**src/led_bar_graph_meter_unit_defines.svh**
```systemverilog
// Assertion macros shared by the LED bar-graph meter RTL.
`ifndef LED_BAR_GRAPH_METER_UNIT_DEFINES_SVH
`define LED_BAR_GRAPH_METER_UNIT_DEFINES_SVH

// Same-cycle implication, sampled on clk, off while rst_n is low.
`define LBGM_ASSERT_NOW(label, ante, cons, msg) \
  label: assert property (@(posedge clk) disable iff (!rst_n) (ante) |-> (cons)) \
    else $error(msg);

// Next-cycle implication, sampled on clk, off while rst_n is low.
`define LBGM_ASSERT_NEXT(label, ante, cons, msg) \
  label: assert property (@(posedge clk) disable iff (!rst_n) (ante) |=> (cons)) \
    else $error(msg);

`endif

```
**src/lbgm_pkg.sv**
```systemverilog
// Widths and codes for the LED bar-graph meter.
package lbgm_pkg;

  localparam int DATA_W    = 32;  // sample, min and max width
  localparam int OFF_W     = 7;   // window offset register width
  localparam int LEN_W     = 7;   // window length register and |length| width
  localparam int NUM_W     = 40;  // dividend 2*(s-min)*|len| + d
  localparam int REM_W     = 33;  // remainder, below 2*d
  localparam int POS_W     = 9;   // signed LED position arithmetic
  localparam int CNT_W     = 6;   // step counter, up to NUM_W-1
  localparam int LIT_W     = 6;   // lit_count width
  localparam int CFG_IDX_W = 2;

  localparam logic [CFG_IDX_W-1:0] CFG_MIN_VALUE     = 2'd0;
  localparam logic [CFG_IDX_W-1:0] CFG_MAX_VALUE     = 2'd1;
  localparam logic [CFG_IDX_W-1:0] CFG_WINDOW_OFFSET = 2'd2;
  localparam logic [CFG_IDX_W-1:0] CFG_WINDOW_LENGTH = 2'd3;

  localparam logic OP_SHOW  = 1'b0;
  localparam logic OP_CLEAR = 1'b1;

  typedef logic [DATA_W-1:0]       data_t;
  typedef logic signed [POS_W-1:0] pos_t;

endpackage

```
**src/led_bar_graph_meter_unit.sv**
```systemverilog
// LED bar-graph level meter: serial multiply, bit-serial divide, window merge.
//
//   channel | direction | handshake             | payload
//   --------+-----------+-----------------------+-----------------------------------------------
//   in_     | input     | in_valid / in_ready   | in_operation, in_sample
//   out_    | output    | out_valid / out_ready | out_led_word, out_lit_count, out_range_fault
//   cfg_    | input     | cfg_valid / cfg_ready | cfg_index, cfg_data
//
// Sequence: one item is in work at a time. A clear, a bad range or a sample at or beyond
// min or max steps from accept through compare to merge. A sample strictly inside
// the range runs 7 shift-add multiply steps over |window_length| after the compare,
// then one dividend bit per cycle through the restoring divider, then the merge.
// Reset (rst_n low, synchronous) loads the register defaults and blanks the LED line.
// A stalled result holds in the output register; the merge waits for it to drain.
module led_bar_graph_meter_unit #(
  parameter int LED_COUNT = 32
) (
  input  logic                             clk,
  input  logic                             rst_n,
  // item input
  input  logic                             in_valid,
  output logic                             in_ready,
  input  logic                             in_operation,
  input  logic signed [lbgm_pkg::DATA_W-1:0] in_sample,
  // result output
  output logic                             out_valid,
  input  logic                             out_ready,
  output logic [lbgm_pkg::DATA_W-1:0]      out_led_word,
  output logic [lbgm_pkg::LIT_W-1:0]       out_lit_count,
  output logic                             out_range_fault,
  // register writes
  input  logic                             cfg_valid,
  output logic                             cfg_ready,
  input  logic [lbgm_pkg::CFG_IDX_W-1:0]   cfg_index,
  input  logic [lbgm_pkg::DATA_W-1:0]      cfg_data
);

  localparam int DATA_W = lbgm_pkg::DATA_W;
  localparam int LEN_W  = lbgm_pkg::LEN_W;
  localparam int NUM_W  = lbgm_pkg::NUM_W;
  localparam int REM_W  = lbgm_pkg::REM_W;
  localparam int POS_W  = lbgm_pkg::POS_W;
  localparam int CNT_W  = lbgm_pkg::CNT_W;
  localparam int LIT_W  = lbgm_pkg::LIT_W;
  localparam int OFF_W  = lbgm_pkg::OFF_W;

  localparam logic [2:0] S_IDLE = 3'd0;
  localparam logic [2:0] S_PREP = 3'd1;
  localparam logic [2:0] S_MUL  = 3'd2;
  localparam logic [2:0] S_DIV  = 3'd3;
  localparam logic [2:0] S_WIN  = 3'd4;

  // Configuration registers.
  logic signed [DATA_W-1:0] min_r, max_r;
  logic signed [OFF_W-1:0]  off_r;
  logic signed [LEN_W-1:0]  wlen_r;

  // Control and datapath registers.
  logic [2:0]               state_r, state_nxt;
  logic                     op_r;
  lbgm_pkg::data_t          sample_r;
  logic                     fault_r, fault_nxt;
  logic [DATA_W-1:0]        d_r, d_nxt;
  logic [NUM_W-1:0]         acc_r, acc_nxt;    // multiply accumulator, then dividend
  logic [NUM_W-1:0]         mcand_r, mcand_nxt;
  logic [LEN_W-1:0]         lsh_r, lsh_nxt;    // multiplier bits, LSB first
  logic [REM_W-1:0]         rem_r, rem_nxt;
  logic [LEN_W-1:0]         bar_r, bar_nxt;    // bar length n, also quotient shift
  logic [CNT_W-1:0]         cnt_r, cnt_nxt;
  logic [LED_COUNT-1:0]     led_r, led_nxt;

  logic                     out_valid_r, out_valid_nxt;
  logic [DATA_W-1:0]        out_word_r, out_word_nxt;
  logic [LIT_W-1:0]         out_cnt_r, out_cnt_nxt;
  logic                     out_fault_r, out_fault_nxt;

  // Combinational helpers.
  logic [LEN_W-1:0]         len_abs;
  logic signed [DATA_W:0]   s_min, s_max, max_min;
  logic                     below, above, bad_range;
  logic [REM_W:0]           rem_sh;
  logic [REM_W:0]           den;
  logic                     rem_ge;
  logic                     win_load;
  lbgm_pkg::pos_t           ws, we, ls, le, lo, hi, line_end, pv;
  logic [LED_COUNT-1:0]     word;
  logic [LIT_W-1:0]         lit;

  assign cfg_ready       = 1'b1;
  assign in_ready        = (state_r == S_IDLE);
  assign out_valid       = out_valid_r;
  assign out_led_word    = out_word_r;
  assign out_lit_count   = out_cnt_r;
  assign out_range_fault = out_fault_r;

  // |window_length|; the most negative code gives 64.
  assign len_abs = wlen_r[LEN_W-1] ? LEN_W'(~wlen_r + 1'b1) : LEN_W'(wlen_r);

  // Range compares, 33-bit signed so that no difference overflows.
  assign s_min     = {sample_r[DATA_W-1], sample_r} - {min_r[DATA_W-1], min_r};
  assign s_max     = {sample_r[DATA_W-1], sample_r} - {max_r[DATA_W-1], max_r};
  assign max_min   = {max_r[DATA_W-1], max_r} - {min_r[DATA_W-1], min_r};
  assign below     = s_min[DATA_W] || (s_min == '0);
  assign above     = !s_max[DATA_W];
  assign bad_range = max_min[DATA_W] || (max_min == '0);

  // One restoring-division step: shift in the next dividend bit, try 2*d.
  assign den    = {1'b0, d_r, 1'b0};
  assign rem_sh = {rem_r, acc_r[NUM_W-1]};
  assign rem_ge = (rem_sh >= den);

  // Window and lit span in signed LED positions, position 0 at the MSB.
  always_comb begin
    ws       = POS_W'(off_r);
    we       = ws + $signed({2'b00, len_abs});
    line_end = $signed(POS_W'(LED_COUNT));
    if (wlen_r[LEN_W-1]) begin
      ls = we - $signed({2'b00, bar_r});
      le = we;
    end else begin
      ls = ws;
      le = ws + $signed({2'b00, bar_r});
    end
    lo  = ls[POS_W-1] ? '0 : ls;
    hi  = (le > line_end) ? line_end : le;
    lit = (hi > lo) ? LIT_W'(hi - lo) : '0;
  end

  // Merge the bar into the kept line; only window bits change.
  always_comb begin
    word = led_r;
    for (int p = 0; p < LED_COUNT; p++) begin
      pv = $signed(POS_W'(p));
      if (pv >= ws && pv < we) begin
        word[LED_COUNT-1-p] = (pv >= ls) && (pv < le);
      end
    end
  end

  assign win_load = (state_r == S_WIN) && (!out_valid_r || out_ready);

  // Sequencer and serial datapath.
  always_comb begin
    state_nxt     = state_r;
    fault_nxt     = fault_r;
    d_nxt         = d_r;
    acc_nxt       = acc_r;
    mcand_nxt     = mcand_r;
    lsh_nxt       = lsh_r;
    rem_nxt       = rem_r;
    bar_nxt       = bar_r;
    cnt_nxt       = cnt_r;
    led_nxt       = led_r;
    out_word_nxt  = out_word_r;
    out_cnt_nxt   = out_cnt_r;
    out_fault_nxt = out_fault_r;
    out_valid_nxt = out_valid_r && !out_ready;

    unique case (state_r)
      S_IDLE: begin
        if (in_valid) begin
          state_nxt = S_PREP;
        end
      end
      S_PREP: begin
        fault_nxt = bad_range;
        d_nxt     = max_min[DATA_W-1:0];
        if (op_r == lbgm_pkg::OP_CLEAR || bad_range || below) begin
          bar_nxt   = '0;
          state_nxt = S_WIN;
        end else if (above) begin
          bar_nxt   = len_abs;
          state_nxt = S_WIN;
        end else begin
          // dividend = 2*(s-min)*|len| + d; start the sum at d
          acc_nxt   = NUM_W'(max_min[DATA_W-1:0]);
          mcand_nxt = NUM_W'({s_min[DATA_W-1:0], 1'b0});
          lsh_nxt   = len_abs;
          cnt_nxt   = '0;
          state_nxt = S_MUL;
        end
      end
      S_MUL: begin
        if (lsh_r[0]) begin
          acc_nxt = acc_r + mcand_r;
        end
        mcand_nxt = mcand_r << 1;
        lsh_nxt   = lsh_r >> 1;
        cnt_nxt   = cnt_r + 1'b1;
        if (cnt_r == CNT_W'(LEN_W - 1)) begin
          cnt_nxt   = '0;
          rem_nxt   = '0;
          bar_nxt   = '0;
          state_nxt = S_DIV;
        end
      end
      S_DIV: begin
        rem_nxt = rem_ge ? REM_W'(rem_sh - den) : REM_W'(rem_sh);
        bar_nxt = {bar_r[LEN_W-2:0], rem_ge};
        acc_nxt = acc_r << 1;
        cnt_nxt = cnt_r + 1'b1;
        if (cnt_r == CNT_W'(NUM_W - 1)) begin
          state_nxt = S_WIN;
        end
      end
      S_WIN: begin
        if (win_load) begin
          led_nxt       = word;
          out_word_nxt  = DATA_W'(word);
          out_cnt_nxt   = lit;
          out_fault_nxt = fault_r;
          out_valid_nxt = 1'b1;
          state_nxt     = S_IDLE;
        end
      end
      default: begin
        state_nxt = S_IDLE;
      end
    endcase
  end

  // Control state and configuration registers.
  always_ff @(posedge clk) begin
    if (!rst_n) begin
      state_r     <= S_IDLE;
      out_valid_r <= 1'b0;
      led_r       <= '0;
      min_r       <= '0;
      max_r       <= DATA_W'(255);
      off_r       <= '0;
      wlen_r      <= LEN_W'(8);
    end else begin
      state_r     <= state_nxt;
      out_valid_r <= out_valid_nxt;
      led_r       <= led_nxt;
      if (cfg_valid && cfg_ready) begin
        unique case (cfg_index)
          lbgm_pkg::CFG_MIN_VALUE:     min_r  <= cfg_data;
          lbgm_pkg::CFG_MAX_VALUE:     max_r  <= cfg_data;
          lbgm_pkg::CFG_WINDOW_OFFSET: off_r  <= cfg_data[OFF_W-1:0];
          lbgm_pkg::CFG_WINDOW_LENGTH: wlen_r <= cfg_data[LEN_W-1:0];
          default: ;
        endcase
      end
    end
  end

  // Payload registers.
  always_ff @(posedge clk) begin
    if (in_valid && in_ready) begin
      op_r     <= in_operation;
      sample_r <= in_sample;
    end
    fault_r     <= fault_nxt;
    d_r         <= d_nxt;
    acc_r       <= acc_nxt;
    mcand_r     <= mcand_nxt;
    lsh_r       <= lsh_nxt;
    rem_r       <= rem_nxt;
    bar_r       <= bar_nxt;
    cnt_r       <= cnt_nxt;
    out_word_r  <= out_word_nxt;
    out_cnt_r   <= out_cnt_nxt;
    out_fault_r <= out_fault_nxt;
  end

`include "led_bar_graph_meter_unit_defines.svh"

  // The divider remainder stays below the divisor throughout the divide.
  `LBGM_ASSERT_NOW(a_rem_below_den, state_r == S_DIV, ({1'b0, rem_r} < den), "remainder too big")
  // The bar never runs past the full window length.
  `LBGM_ASSERT_NOW(a_bar_in_len, state_r == S_WIN, bar_r <= len_abs, "bar longer than window")
  // The LED line changes only when a result is loaded.
  `LBGM_ASSERT_NEXT(a_led_hold, !win_load, $stable(led_r), "LED line changed outside merge")
  // The lit count never exceeds the line.
  `LBGM_ASSERT_NOW(a_lit_max, out_valid, out_lit_count <= LIT_W'(LED_COUNT), "lit count too big")

endmodule
```
**config.mk**
```make
export PLATFORM = sky130hd
export DESIGN_NAME = led_bar_graph_meter_unit
export DESIGN_NICKNAME = d
export VERILOG_FILES = /design/src/lbgm_pkg.sv /design/src/led_bar_graph_meter_unit.sv
export VERILOG_INCLUDE_DIRS = /design/src /design/src/src
export SDC_FILE = /design/constraint.sdc
export NUM_CORES = 1
export LEC_CHECK = 0
export BUFFER_PORTS_ARGS = -buffer_cell sky130_fd_sc_hd__buf_4
export CORE_MARGIN = 8
export CORE_UTILIZATION = 57
export DETAILED_ROUTE_END_ITERATION = 10
export PLACE_DENSITY = 0.78
export RECOVER_POWER = 100
export SLEW_MARGIN = 20
export SYNTH_ARGS = -nofsm -noshare
export SYNTH_HDL_FRONTEND = slang
export SYNTH_SLANG_ARGS = --single-unit
```
**constraint.sdc**
```tcl
create_clock -name clk -period 7.3 [get_ports clk]
set_input_delay 1.46 -clock clk [delete_from_list [all_inputs] [get_ports clk]]
set_output_delay 1.46 -clock clk [all_outputs]
set_load 0.02 [all_outputs]
```
==> reports/results.txt, run 1 <==
Fillcell total: 3756
Post-DP HPWL: 60260 um
Cells after synthesis: 2956
Avg WL per Cell: 22.03 um
Post-synth ARST share: 0
HP Class: reg -> reg
Fin crit share: 0.9449
Prevailing post-synth register cell: edfxtp_1
Psw: 2182 uW
Int Pwr: 4427 uW
Worst-case reg-to-reg path depth: 28
Gr usage total: 0.3024
#FFs+latches synth: 351
Initial detailed-routing violation count: 2783
CTS max path bufs: 3
Unrepaired setup endpoints after global routing: false
R2R setup slack: 0.40 ns
Via Count: 23650
Sequential element share of the synthesized area: 0.3721
Nature of the critical path endpoint: register
Violated checks: max-capacitance violations, max-slew violations
Max frequency: 0.1450 GHz
Leakage power: 0.01125 uW
Clk_skew: 0.02544 ns
Crit path time final: 6.898 ns
Max reg flops: 40
Cell area power density: 236.4 mW/mm2
Number of global-route vias before repair: 22190
Vias per cell: 6.491
Clk_lat worst skew: 0.59 ns
Core Area: 0.04403 mm2
# nets final: 3299
Cts hold-fix bufs: 0
Die Area: 0.05131 mm2
Post-DRT Antenna Nets: 0
Mapped Area: 0.02526 mm2
Htree depth: 2
Post-synth EDFFs: 237
Outcome: finished with violations
CTS Root Cell: clkbuf_16
Post-Syn Area per Cell: 8.545 um2
DRT Wirelength: 80280 um
Post-synthesis cell type count: 97
Worst Path Class, Setup: reg -> reg
Largest Register: acc_r
Setup violators final: 0
Global placement routability congestion: 0.9981
CTS tree: yes
Arr. time, crit path: 7.21 ns
Sequential share of power: 0.357
Max Cap Viol: 12
Final antenna diode count: 0
Crit-path max cell delay: 0.52 ns
Slew Limit Fails: 527
Switching share of total power: 0.3301
Number of top-level pins: 114
Net Count, Synth: 3237
Comb pwr share: 0.284
Share of cells above drive strength 1: 0.06979
Area grow syn2layout: 10.69%
Hold-critical path depth: 2
Ys Warns: 0
Die width: 226.5 um
Slowest CP cell: or4_1
DR pass1 iterations: 8
TritonCTS Buffers: 42
Drc violations: 0
CTS sink count: 351
Setup tns final: 0 ns
GR Overflow Total: 0
Worst path most repeated cell: a21o_1
Die Span Y: 226.5 um
Clock transition at path regs: 0.05 ns
Initial antenna violation count: 0
Site Rows: 77
Final hold viol count: 0
Clk pwr share: 0.359
CP max FO: 17
Biggest regs: acc_r: 40 flops, mcand_r: 39 flops, rem_r: 33 flops
Crit path launch type: register
Pin count of the biggest net entering global routing: 92
Critical Path RT: 7.62 ns
PortBufs: 112
Max IR drop VDD: 0.0002028 V
Fin util: 0.6351
Max_slew headroom: -2.070
First-pass GRT wire length: 123200 um
Worst-Margin Slew: 4.606 ns
Initial Util: 0.5737
[worst max-delay path: cells and delay by family (launching register included)]
family,cells,cell delay (ns)
fa+ha+maj,5,1.70
flops,1,0.46
buf+inv,3,0.47
compound gates,10,1.82
xor+xnor,2,0.50
simple gates,8,1.66
[cells in the mapped netlist (8+ instances only)]
master,instances,area share
o21a_1,34,0.010
ha_1,201,0.10
a31o_2,16,0.0055
clkbuf_1,112,0.017
a211o_1,15,0.0052
buf_1,12,0.0018
a221oi_1,10,0.0035
a21oi_1,279,0.055
nand2_1,396,0.059
o21bai_1,20,0.0059
and3_1,38,0.0094
edfxtp_1,237,0.28
o211ai_1,38,0.011
a31oi_1,27,0.0067
nor3_1,53,0.011
or3_1,24,0.0059
a21o_1,82,0.024
mux2i_1,28,0.011
o21ai_1,15,0.0030
dfxtp_1,114,0.090
nand4_1,34,0.0084
o21ai_0,185,0.037
xnor2_1,85,0.029
a211oi_1,36,0.011
fa_1,8,0.0063
nand2b_1,29,0.0072
nor2_1,242,0.036
or4_1,10,0.0030
a2111oi_0,13,0.0045
o22ai_1,22,0.0054
nand3b_1,10,0.0030
xor2_1,40,0.014
mux2_2,18,0.0080
nor4_1,17,0.0042
and2_1,15,0.0037
inv_1,186,0.028
nor2b_1,26,0.0064
o31ai_1,19,0.0056
nand3_1,75,0.015
a32o_1,8,0.0032
[power groups by stage]
stage	clock network, uW	logic (uW)	registers (uW)
final	2370	1880	2360
after global routing	2460	2020	2370
after CTS	2390	1840	2360
after detailed placement	0	1820	2400
after global placement	0	1790	2390
after floorplan	0	1260	2380
[repair_timing]
item,CTS,global route
buffers inserted,0,0
gates resized for setup,0,2
endpoints found under the setup margin,0,6
[kinds of logic (layout without fill, tap and decap cells)]
kind of cell / after synthesis / count (layout) / share of synthesized area
other: 1 / 1 / 0.0001485
adder cells (fa/ha/maj): 210 / 210 / 0.1063
AND/OR/NAND/NOR: 1000 / 1000 / 0.1814
AO/OA/AOI/OAI: 904 / 904 / 0.2288
XOR/XNOR: 126 / 126 / 0.04423
flip-flops: 351 / 351 / 0.3721
multiplexers: 47 / 47 / 0.01956
buffers and inverters: 317 / 413 / 0.04740
[placed cells by master, fill, tap and decap left out, drive strengths merged, types with 13 or more instances in the layout]
master	n
a2111oi	13
a31o	19
ha	201
o211ai	38
and2	17
o31ai	21
mux2i	28
nor2b	26
a211o	15
edfxtp	237
nand2b	29
nor4	17
o21a	34
o21ai	202
clkinv	17
nor2	242
mux2	19
nor3	54
nand4	34
and3	38
or3	26
a211oi	36
nand2	396
a21oi	279
o21bai	20
buf	53
o22ai	22
inv	190
nand3	75
clkbuf	139
a31oi	28
xor2	40
a21o	82
dfxtp	114
xnor2	85
[cell type report]
class,instances,area [um2],share of cell area
multi-input combinational,2288,14670,0.5246
sequential,351,9399,0.3361
clock buffer,46,1087,0.03888
timing repair buffer,146,880.8,0.03150
tap,592,740.7,0.02649
inverter,189,710.7,0.02542
clock inverter,32,475.5,0.01700
[routing by layer]
layer	wire length, um	track usage	up-vias
met3	8780	0.06467	148
li1	-	-	10920
met2	33620	0.4410	1259
met1	35690	0.4422	11330
met5	0	0	-
met4	2191	0.09540	0
[metrics by stage]
| stage | std cells | hold slack [ns] | power, uW | instance area [um2] | setup slack, ns |
|---|---|---|---|---|---|
| global route | 3644 | 0.4786 | 6853 | 27960 | 0.01503 |
| detailed placement | 3565 | 0.4447 | 4220 | 26660 | 0.4030 |
| floorplan | 2956 | 0.4003 | 3643 | 25260 | 0.08847 |
| finish | 3644 | 0.4529 | 6609 | 27960 | 0.4021 |
| CTS | 3643 | 0.4552 | 6588 | 28230 | 0.3426 |
| global placement | 3565 | 0.4396 | 4181 | 26660 | 0.6353 |
[path summary, 6_finish.rpt]
| check | from | to |
|---|---|---|
| setup / recovery | wlen_r[0] | out_lit_count[2] |
| hold / removal | min_r[8] | min_r[8] |
| setup reg to reg | wlen_r[0] | out_lit_count[2] |
| hold reg to reg | min_r[8] | min_r[8] |
Note: power is estimated with default switching activity, not from simulation.
==> run 2: changes to the inputs <==
- CORE_MARGIN: 8 -> 1.5
- CORE_UTILIZATION: 57 -> 60
- clock period: 7.3 -> 8.6 ns (I/O delays scaled with it)
==> reports/results.txt, run 2 (synthesis gave the netlist of run 1 again) <==
Unrepaired setup endpoints after global routing: false
Critical R2R Launch: wlen_r[0]
Worst-Margin Slew: 3.900 ns
Slew Limit Fails: 565
CTS tree: yes
Share of cells above drive strength 1: 0.06695
Worst path most repeated cell: a21o_1
Die width: 208.2 um
Critical Path RT: 8.90 ns
Clk_lat worst skew: 0.58 ns
Pre-CTS setup slack: 1.585 ns
Post-DP HPWL: 62740 um
Pin count of the biggest net entering global routing: 79
Largest Register: acc_r
Initial detailed-routing violation count: 2873
Crit path time final: 7.609 ns
Initial antenna violation count: 2
Die Span Y: 208.2 um
CTS max path bufs: 3
Site Rows: 74
Vias per cell: 6.618
Final hold viol count: 0
Number of top-level pins: 114
DRT Wirelength: 83100 um
Max reg flops: 40
Post-CTS resize count: 0
Clk_skew: 0.01599 ns
Commonest cells after routing, fill and taps aside: 396 x nand2_1, 279 x a21oi_1, 241 x nor2_1
Die Area: 0.04334 mm2
Setup violators final: 0
HP Class: reg -> reg
# nets final: 3297
Arr. time, crit path: 7.91 ns
Violated checks: max-capacitance violations, max-slew violations
Initial Util: 0.6131
Max_slew headroom: -1.600
Worst hold endpoint: min_r[21]
Outcome: finished with violations
Post-CTS setup buffer count: 0
Leakage power: 0.01113 uW
Drc violations: 0
Fin crit share: 0.8848
Worst Path Class, Setup: reg -> reg
Core Area: 0.04120 mm2
Max frequency: 0.1314 GHz
Area grow syn2layout: 9.361%
CTS Root Cell: clkbuf_16
Cell area power density: 194.8 mW/mm2
R2R setup slack: 0.99 ns
DR pass1 iterations: 8
Nature of the critical path endpoint: register
Fin util: 0.6705
Reg2reg end: out_lit_count[2]
Clock transition at path regs: 0.06 ns
Via Count: 23690
Cts hold-fix bufs: 0
Slowest CP cell: clkbuf_1
Hold-critical path depth: 2
Worst-case reg-to-reg path depth: 29
Fin worst setup slack: 0.9910 ns
CP max FO: 17
Crit path launch type: register
GR Overflow Total: 0
Post-DRT Antenna Nets: 0
Number of global-route vias before repair: 22630
HP Start: min_r[21]
Biggest regs: acc_r: 40 flops, mcand_r: 39 flops, rem_r: 33 flops
Avg WL per Cell: 23.22 um
PortBufs: 112
Setup tns final: 0 ns
CTS sink count: 351
First-pass GRT wire length: 128700 um
Crit-path max cell delay: 0.53 ns
Global placement routability congestion: 1.008
Post-Route Hold Slack: 0.4569 ns
Max IR drop VDD: 0.0001547 V
Htree depth: 2
Final antenna diode count: 0
Gr usage total: 0.3793
Most common cell after layout, fill and taps aside: nand2_1
Max Cap Viol: 14
TritonCTS Buffers: 40
-- run 2: cell types whose count changed in the layout (fill, tap and decap cells not counted), sizes merged --
cell / delta
clkinvlp: -1
buf: +1
clkbuf: +7
bufinv: -9
clkinv: -2
inv: -1
-- run 2: critical path, delay by kind of cell, from the launching register on --
family | cells | cell delay (ns)
flops | 1 | 0.45
buf+inv | 4 | 1.10
fa+ha+maj | 5 | 1.73
compound gates | 10 | 1.94
simple gates | 8 | 1.66
xor+xnor | 2 | 0.45
-- run 2: layout make-up --
type                    count  area, um2
clock buffers              54       1156
clock inverters            19      168.9
fillers                  3396      13580
inverters                 189      709.4
multi-input cells        2288      14660
flip-flops and latches    351       9400
well taps                 532      665.6
repair buffers            146      865.8
-- run 2: per-layer routing --
layer	routed length (um)	global-route usage	part of all wire
met2	35970	0.5824	0.43
met1	34980	0.5289	0.42
met3	9287	0.08483	0.11
met4	2847	0.1291	0.034
met5	11	0	0.00013
-- run 2: worst max-delay path by stage --
| stage | start | to | slack [ns] | cells after the start |
|---|---|---|---|---|
| floorplan | wlen_r[6] | out_lit_count[2] | 1.39 | 32 |
| global placement | wlen_r[6] | out_lit_count[5] | 1.79 | 28 |
| detailed placement | wlen_r[0] | out_lit_count[2] | 1.58 | 29 |
| CTS | wlen_r[0] | out_lit_count[2] | 1.54 | 29 |
| global route | wlen_r[0] | out_lit_count[2] | 0.58 | 29 |
| finish | wlen_r[0] | out_lit_count[2] | 0.99 | 29 |
-- run 2: through the flow --
| step | std cells | area, um2 | power (uW) |
|---|---|---|---|
| after detailed placement | 3504 | 26590 | 3616 |
| after global placement | 3504 | 26590 | 3582 |
| after CTS | 3577 | 27910 | 5350 |
| after global routing | 3579 | 27630 | 5586 |
| final | 3579 | 27630 | 5380 |
| after floorplan | 2956 | 25260 | 3093 |
-- run 2: report_power, final --
| group | internal [uW] | total, uW | switching (uW) |
|---|---|---|---|
| Combinational | 553 | 1630 | 1080 |
| Sequential | 1950 | 2000 | 54.6 |
| Clock | 1010 | 1740 | 735 |
| Total | 3510 | 5380 | 1870 |
